## src/hw/rtl/iprc_pkg.sv

```systemverilog
package iprc_pkg;

  localparam int TABLE_DEPTH = 4096;
  localparam int IDX_W       = $clog2(TABLE_DEPTH);
  localparam int CNT_W       = $clog2(TABLE_DEPTH + 1);

  localparam int ADDR_W  = 32;
  localparam int PORT_W  = 16;
  localparam int MODE_W  = 2;
  localparam int EIDX_W  = 12;
  localparam int COUNT_W = 13;
  localparam int VERD_W  = 2;
  localparam int CFG_W   = 1;

  localparam logic [MODE_W-1:0] MODE_CLASSIFY = 2'd0;
  localparam logic [MODE_W-1:0] MODE_WR_ALLOW = 2'd1;
  localparam logic [MODE_W-1:0] MODE_WR_DENY  = 2'd2;

  localparam logic [VERD_W-1:0] VERDICT_ALLOWED = 2'd0;
  localparam logic [VERD_W-1:0] VERDICT_DENIED  = 2'd1;
  localparam logic [VERD_W-1:0] VERDICT_UNKNOWN = 2'd2;

  localparam logic [CFG_W-1:0] CFG_ALLOW_COUNT = 1'd0;
  localparam logic [CFG_W-1:0] CFG_DENY_COUNT  = 1'd1;

  typedef struct packed {
    logic [ADDR_W-1:0] first;
    logic [ADDR_W-1:0] last;
    logic [PORT_W-1:0] port;
  } entry_t;

  localparam int ENTRY_W = $bits(entry_t);

  // controller -> datapath
  typedef struct packed {
    logic              load_pkt;
    logic              start_pass;
    logic              deny_pass;
    logic              scan;
    logic              wr_allow;
    logic              wr_deny;
    logic              load_out;
    logic [VERD_W-1:0] verdict;
  } cmd_t;

  // datapath -> controller
  typedef struct packed {
    logic hit;
    logic done;
    logic out_busy;
  } stat_t;

endpackage

```

## src/hw/rtl/iprc_ctrl.sv

```systemverilog
module iprc_ctrl
  import iprc_pkg::*;
(
  input  logic              clk,
  input  logic              rst,
  input  logic              item_valid,
  input  logic [MODE_W-1:0] mode,
  output logic              item_stall,
  input  stat_t             stat,
  output cmd_t              cmd
);

  typedef enum logic [3:0] {
    ST_IDLE   = 4'b0001,
    ST_SCAN_A = 4'b0010,
    ST_SCAN_D = 4'b0100,
    ST_FINISH = 4'b1000
  } state_t;

  state_t            state, state_next;
  logic [VERD_W-1:0] verdict_q, verdict_q_next;

  assign item_stall = (state != ST_IDLE);

  always_comb begin
    state_next     = state;
    verdict_q_next = verdict_q;
    cmd            = '0;
    cmd.verdict    = verdict_q;
    unique case (state)
      ST_IDLE: begin
        if (item_valid) begin
          if (mode == MODE_CLASSIFY) begin
            cmd.load_pkt   = 1'b1;
            cmd.start_pass = 1'b1;
            cmd.deny_pass  = 1'b0;
            state_next     = ST_SCAN_A;
          end else if (mode == MODE_WR_ALLOW) begin
            cmd.wr_allow = 1'b1;
          end else if (mode == MODE_WR_DENY) begin
            cmd.wr_deny = 1'b1;
          end
        end
      end
      ST_SCAN_A: begin
        cmd.scan = 1'b1;
        if (stat.hit) begin
          verdict_q_next = VERDICT_ALLOWED;
          state_next     = ST_FINISH;
        end else if (stat.done) begin
          // start_pass wins over scan in the datapath
          cmd.start_pass = 1'b1;
          cmd.deny_pass  = 1'b1;
          state_next     = ST_SCAN_D;
        end
      end
      ST_SCAN_D: begin
        cmd.scan = 1'b1;
        if (stat.hit) begin
          verdict_q_next = VERDICT_DENIED;
          state_next     = ST_FINISH;
        end else if (stat.done) begin
          verdict_q_next = VERDICT_UNKNOWN;
          state_next     = ST_FINISH;
        end
      end
      ST_FINISH: begin
        if (!stat.out_busy) begin
          cmd.load_out = 1'b1;
          state_next   = ST_IDLE;
        end
      end
      default: begin
        state_next = ST_IDLE;
      end
    endcase
  end

  always_ff @(posedge clk) begin
    if (rst) begin
      state <= ST_IDLE;
    end else begin
      state <= state_next;
    end
    verdict_q <= verdict_q_next;
  end

endmodule

```

## config.mk

```make
export PLATFORM = sky130hd
export DESIGN_NAME = iprc_ctrl
export DESIGN_NICKNAME = d
export VERILOG_FILES = /design/src/hw/rtl/iprc_pkg.sv /design/src/hw/rtl/iprc_ctrl.sv
export SDC_FILE = /design/constraint.sdc
export NUM_CORES = 1
export LEC_CHECK = 0
export ABC_AREA = 1
export BUFFER_PORTS_ARGS = -buffer_cell sky130_fd_sc_hd__buf_2
export CORE_AREA = 2 2 39 41
export DETAILED_ROUTE_END_ITERATION = 10
export DIE_AREA = 0 0 41 43
export PLACE_DENSITY = 0.5
export SETUP_SLACK_MARGIN = 0.02
export SYNTH_ARGS = -nofsm -noshare
export SYNTH_HDL_FRONTEND = slang
export SYNTH_SLANG_ARGS = --single-unit
```

## constraint.sdc

```tcl
create_clock -name clk -period 2.1 [get_ports clk]
set_clock_uncertainty 0.1 [all_clocks]
set_input_delay 0.42 -clock clk [delete_from_list [all_inputs] [get_ports clk]]
set_output_delay 0.42 -clock clk [all_outputs]
set_load 0.02 [all_outputs]
```

After elaboration in Yosys (flattened, before gate mapping)
Cells that the tools add are included.
Cells by class
  reductions and logical operators: 5
  muxes and demuxes: 27
  eq/ne operators: 13
Operators by type and width (count)
  4-bit 2-to-1 mux: 7
  2-bit 2-to-1 mux: 8
  4-bit one-hot mux with 4 select lines: 1
  2-bit != test, second input constant: 4
  2-bit one-hot mux with 2 select lines: 2
  1-bit 2-to-1 mux: 7
  3-bit 2-to-1 mux: 2
  3-bit != test, second input constant: 2
  5-bit AND reduction: 1
  4-bit by 1-bit equality test with 1-bit output, second input constant: 1
  4-bit by 2-bit equality test with 1-bit output, second input constant: 1
  4-bit by 3-bit equality test with 1-bit output, second input constant: 1
  4-bit equality test, second input constant: 1
  4-bit by 1-bit != test with 1-bit output, second input constant: 1
  3-bit AND reduction: 1
  2-bit by 1-bit equality test with 1-bit output, second input constant: 1
  2-bit equality test, second input constant: 1
  2-bit logical NOT: 1
  2-bit nonzero test: 1
  2-bit OR reduction: 1
Storage, ports and cells
  word-level logic and storage cells: 47
  input port bits: 8
  bits in registers: 6

Longest topological paths before layout
  word-level depth: 6
  gate-level depth with buffers: 7
  gate-level depth less buffers: 7

Worst setup path before layout
OpenSTA, ideal clock, no wires.
  kind: flip-flop to output port
  start point: register state[0]
  end point: output cmd[3] (netlist name)
  data arrival time: 1.122 ns
  cell stages (with the launch flop): 5
  data required time: 1.580 ns
  slack: 0.458 ns
  path through: dfxtp_1 -> inv_1 -> nor2_1 -> nand2_2 -> nor3_1
RTL lines
  from (decl): line iprc_ctrl.sv:20  | state_t state, state_next;
  from (signal assigned): line iprc_ctrl.sv:83  | state <= state_next;
  to (decl): line iprc_ctrl.sv:10  | output cmd_t cmd

==> results.toml <==
[logic_synthesis]
synth_top_cells_by_count = "sky130_fd_sc_hd__nor2_1 (13), sky130_fd_sc_hd__nand2_1 (12), sky130_fd_sc_hd__inv_1 (11), sky130_fd_sc_hd__nor2_2 (5)"
synth_top_cell_area_share = 0.215
synth-seq-area-share = 0.376
synth_cell_types = 12
yosys_warnings = 0
ys_seq_elements = 6
syn-cell-area_um2 = 373
synth_largest_area_cell = "sky130_fd_sc_hd__dfxtp_1"
avgSynthCellArea_um2 = 6.32
synthesis.instances = 59
synth_top_cells_by_area = "sky130_fd_sc_hd__dfxtp_1 (21%), sky130_fd_sc_hd__edfxtp_1 (16%), sky130_fd_sc_hd__nor2_1 (13%)"
ys.flop_type = "sky130_fd_sc_hd__dfxtp_1"
synth_edf_count = 2
synth_most_common_cell = "sky130_fd_sc_hd__nor2_1"
async_set_or_reset_register_ratio_after_synthesis = 0
synthesis.nets = 67

[clock_tree]
cts_post_setup_buffers_inserted = 0
cts.root.buffer_cell = "sky130_fd_sc_hd__clkbuf_4"
cts.clk_slew.worst_paths_ns = 0.05
tritoncts_num_sinks = 6
cts.hold.buffers_added = 0
number_of_buffers_inserted_during_clock_tree_synthesis = 3
htree_levels = 1
worstSkewPairLatency_ns = 0.25
clk_path_buf_depth = 2
clock_tree_from_tritoncts = "yes"
cts-resized-gates = 0

[worst_setup_path]
critical_path_peak_fanout = 4
crit_path_end_kind = "primary output"
setup_crit_path_kind = "flop to primary output"
critical_path.startpoint_type = "flop"
required_time_reported_for_the_critical_path_endpoint_ns = 1.58
worst-r2r-setup-slack_ns = 0.89
timing.critical_path.arrival_ns = 1.28

[cells_and_area]
antenna_cells_inserted = 0
layout-drive-gt1-share = 0.375
final_net_count = 89
area.growth.synth_to_final_pct = 35.2

[timing]
fin_worst_hold_slack_ns = 0.282
hold_viol_final = 0
max_slew.worst_pin.slew_ns = 0.197
maxSlewViolCount = 0
min_period_ns = 1.80
final_min_period_over_clock_period = 0.858
fmax_mhz = 555
setup_violations = 0
unrepaired_setup_endpoints_after_global_routing = "false"
rel_slew_slack = 0.868
finalSetupTns_ns = 0

[routing]
ant_nets = 0
wl_um = 751
detailroute.via_count = 394
wire_per_inst_um = 7.82
first_pass_iters = 3
detail_route.iter0.violations = 8
routed_via_count_divided_by_cell_count = 4.10
drt_drc_violations_left = 0

[die]
fp.dieW_um = 41
num_io_pins = 18
fp.dieArea_mm2 = 0.00176
overall_die_height_um = 43
coreArea_mm2 = 0.00138
initial_core_util = 0.269
std_cell_rows = 14

[global_routing]
grt_antenna_before_repair = 0
grt_start_max_net_pins = 6
global_route.overflow_total = 0
grt_pass1_vias = 326
gr-usage-all-layers = 0.118
grt_first_pass_wirelength_um = 1300

[power]
leakagePower_nw = 0.290
vdd_ir_drop_max_v = 0.000252
power_density_mw_per_mm2 = 567
combPwrFrac = 0.163
power_switching_share = 0.262
switchingPower_uw = 74.9
seq_power_share = 0.433
internal_power_uw = 211
pwr-share-clk = 0.404

[place]
detailed_place_hpwl_um = 633
gp_routability_congestion = 0.709
place.port_buffers = 17

[run_status]
run_status = "finished clean"

[hold_path]
hold_class = "primary input to flop"

[flow_run]
drv.max_cap_violation_count = 0
[worst max-delay path, stage by stage, from the launching register on]
cell and delay (ns):
sky130_fd_sc_hd__dfxtp_1 0.32, sky130_fd_sc_hd__nor2_2 0.19, sky130_fd_sc_hd__nand2_1 0.10, sky130_fd_sc_hd__nor2_1 0.09
sky130_fd_sc_hd__nand2_1 0.10, sky130_fd_sc_hd__nand2_1 0.08, sky130_fd_sc_hd__buf_2 0.16
[through the flow]
step	util	total power [mW]	cells	worst slack, ns	instance area, um2
finish	0.364	0.286	96	0.298	504
global route	0.364	0.308	96	0.147	504
CTS	0.364	0.292	96	0.287	504
detailed placement	0.345	0.173	92	0.454	478
global placement	0.345	0.173	92	0.474	478
floorplan	-	0.155	59	0.458	373
[cell type report]
type / count / area, um2
clock buffer: 4 / 26.3
fill: 155 / 880
inverter: 12 / 45.0
multi-input combinational: 41 / 188
sequential: 6 / 140
tap: 16 / 20.0
timing repair buffer: 17 / 85.1
[power groups by stage]
stage / logic, mW / registers, mW / clock network (mW)
6_report: 0.0465 / 0.124 / 0.115
4_1_cts: 0.0471 / 0.124 / 0.121
2_1_floorplan: 0.0290 / 0.126 / 0
5_1_grt: 0.0522 / 0.124 / 0.132
3_5_place_dp: 0.0468 / 0.126 / 0
3_3_place_gp: 0.0472 / 0.126 / 0
[sequential cells by signal (all words and copies together), names as in the netlist]
register / cells
state: 4
verdict_q: 2
[worst paths after layout]
kind / to / cells after the start / from
setup / recovery: cmd[7] / 6 / state[2]$_SDFFE_PP0P_
setup reg to reg: verdict_q[0]$_SDFFCE_PN0P_ / 5 / state[2]$_SDFFE_PP0P_
hold / removal: state[2]$_SDFFE_PP0P_ / 2 / rst
hold reg to reg: state[1]$_SDFFE_PP0P_ / 4 / state[1]$_SDFFE_PP0P_
[layer usage]
layer / vias up / share of wire / global-route usage
li1: 219 / - / -
met1: 156 / 0.45 / 0.137
met2: 17 / 0.43 / 0.147
met3: 2 / 0.096 / 0.0681
met4: 0 / 0.021 / 0.100
met5: - / 0 / 0
[logic make-up after synthesis]
family,count (synthesis),share of synthesized area
AO/OA/AOI/OAI,3,0.0503
buffers and inverters,12,0.121
flip-flops,6,0.376
AND/OR/NAND/NOR,38,0.453
[cell usage in the layout, fill, tap and decap left out]
master	netlist	routed
sky130_fd_sc_hd__nand3_1	4	4
sky130_fd_sc_hd__nor2_2	5	5
sky130_fd_sc_hd__clkbuf_1	0	1
sky130_fd_sc_hd__nand2_1	12	12
sky130_fd_sc_hd__nor2_1	13	13
sky130_fd_sc_hd__a21oi_1	2	2
sky130_fd_sc_hd__a21oi_2	1	1
sky130_fd_sc_hd__clkbuf_4	0	3
sky130_fd_sc_hd__inv_2	1	1
sky130_fd_sc_hd__inv_1	11	11
sky130_fd_sc_hd__nand2_2	3	3
sky130_fd_sc_hd__edfxtp_1	2	2
sky130_fd_sc_hd__nor3_1	1	1
sky130_fd_sc_hd__buf_2	0	17
sky130_fd_sc_hd__dfxtp_1	4	4
No activity file was read; power rests on OpenSTA's default activity.
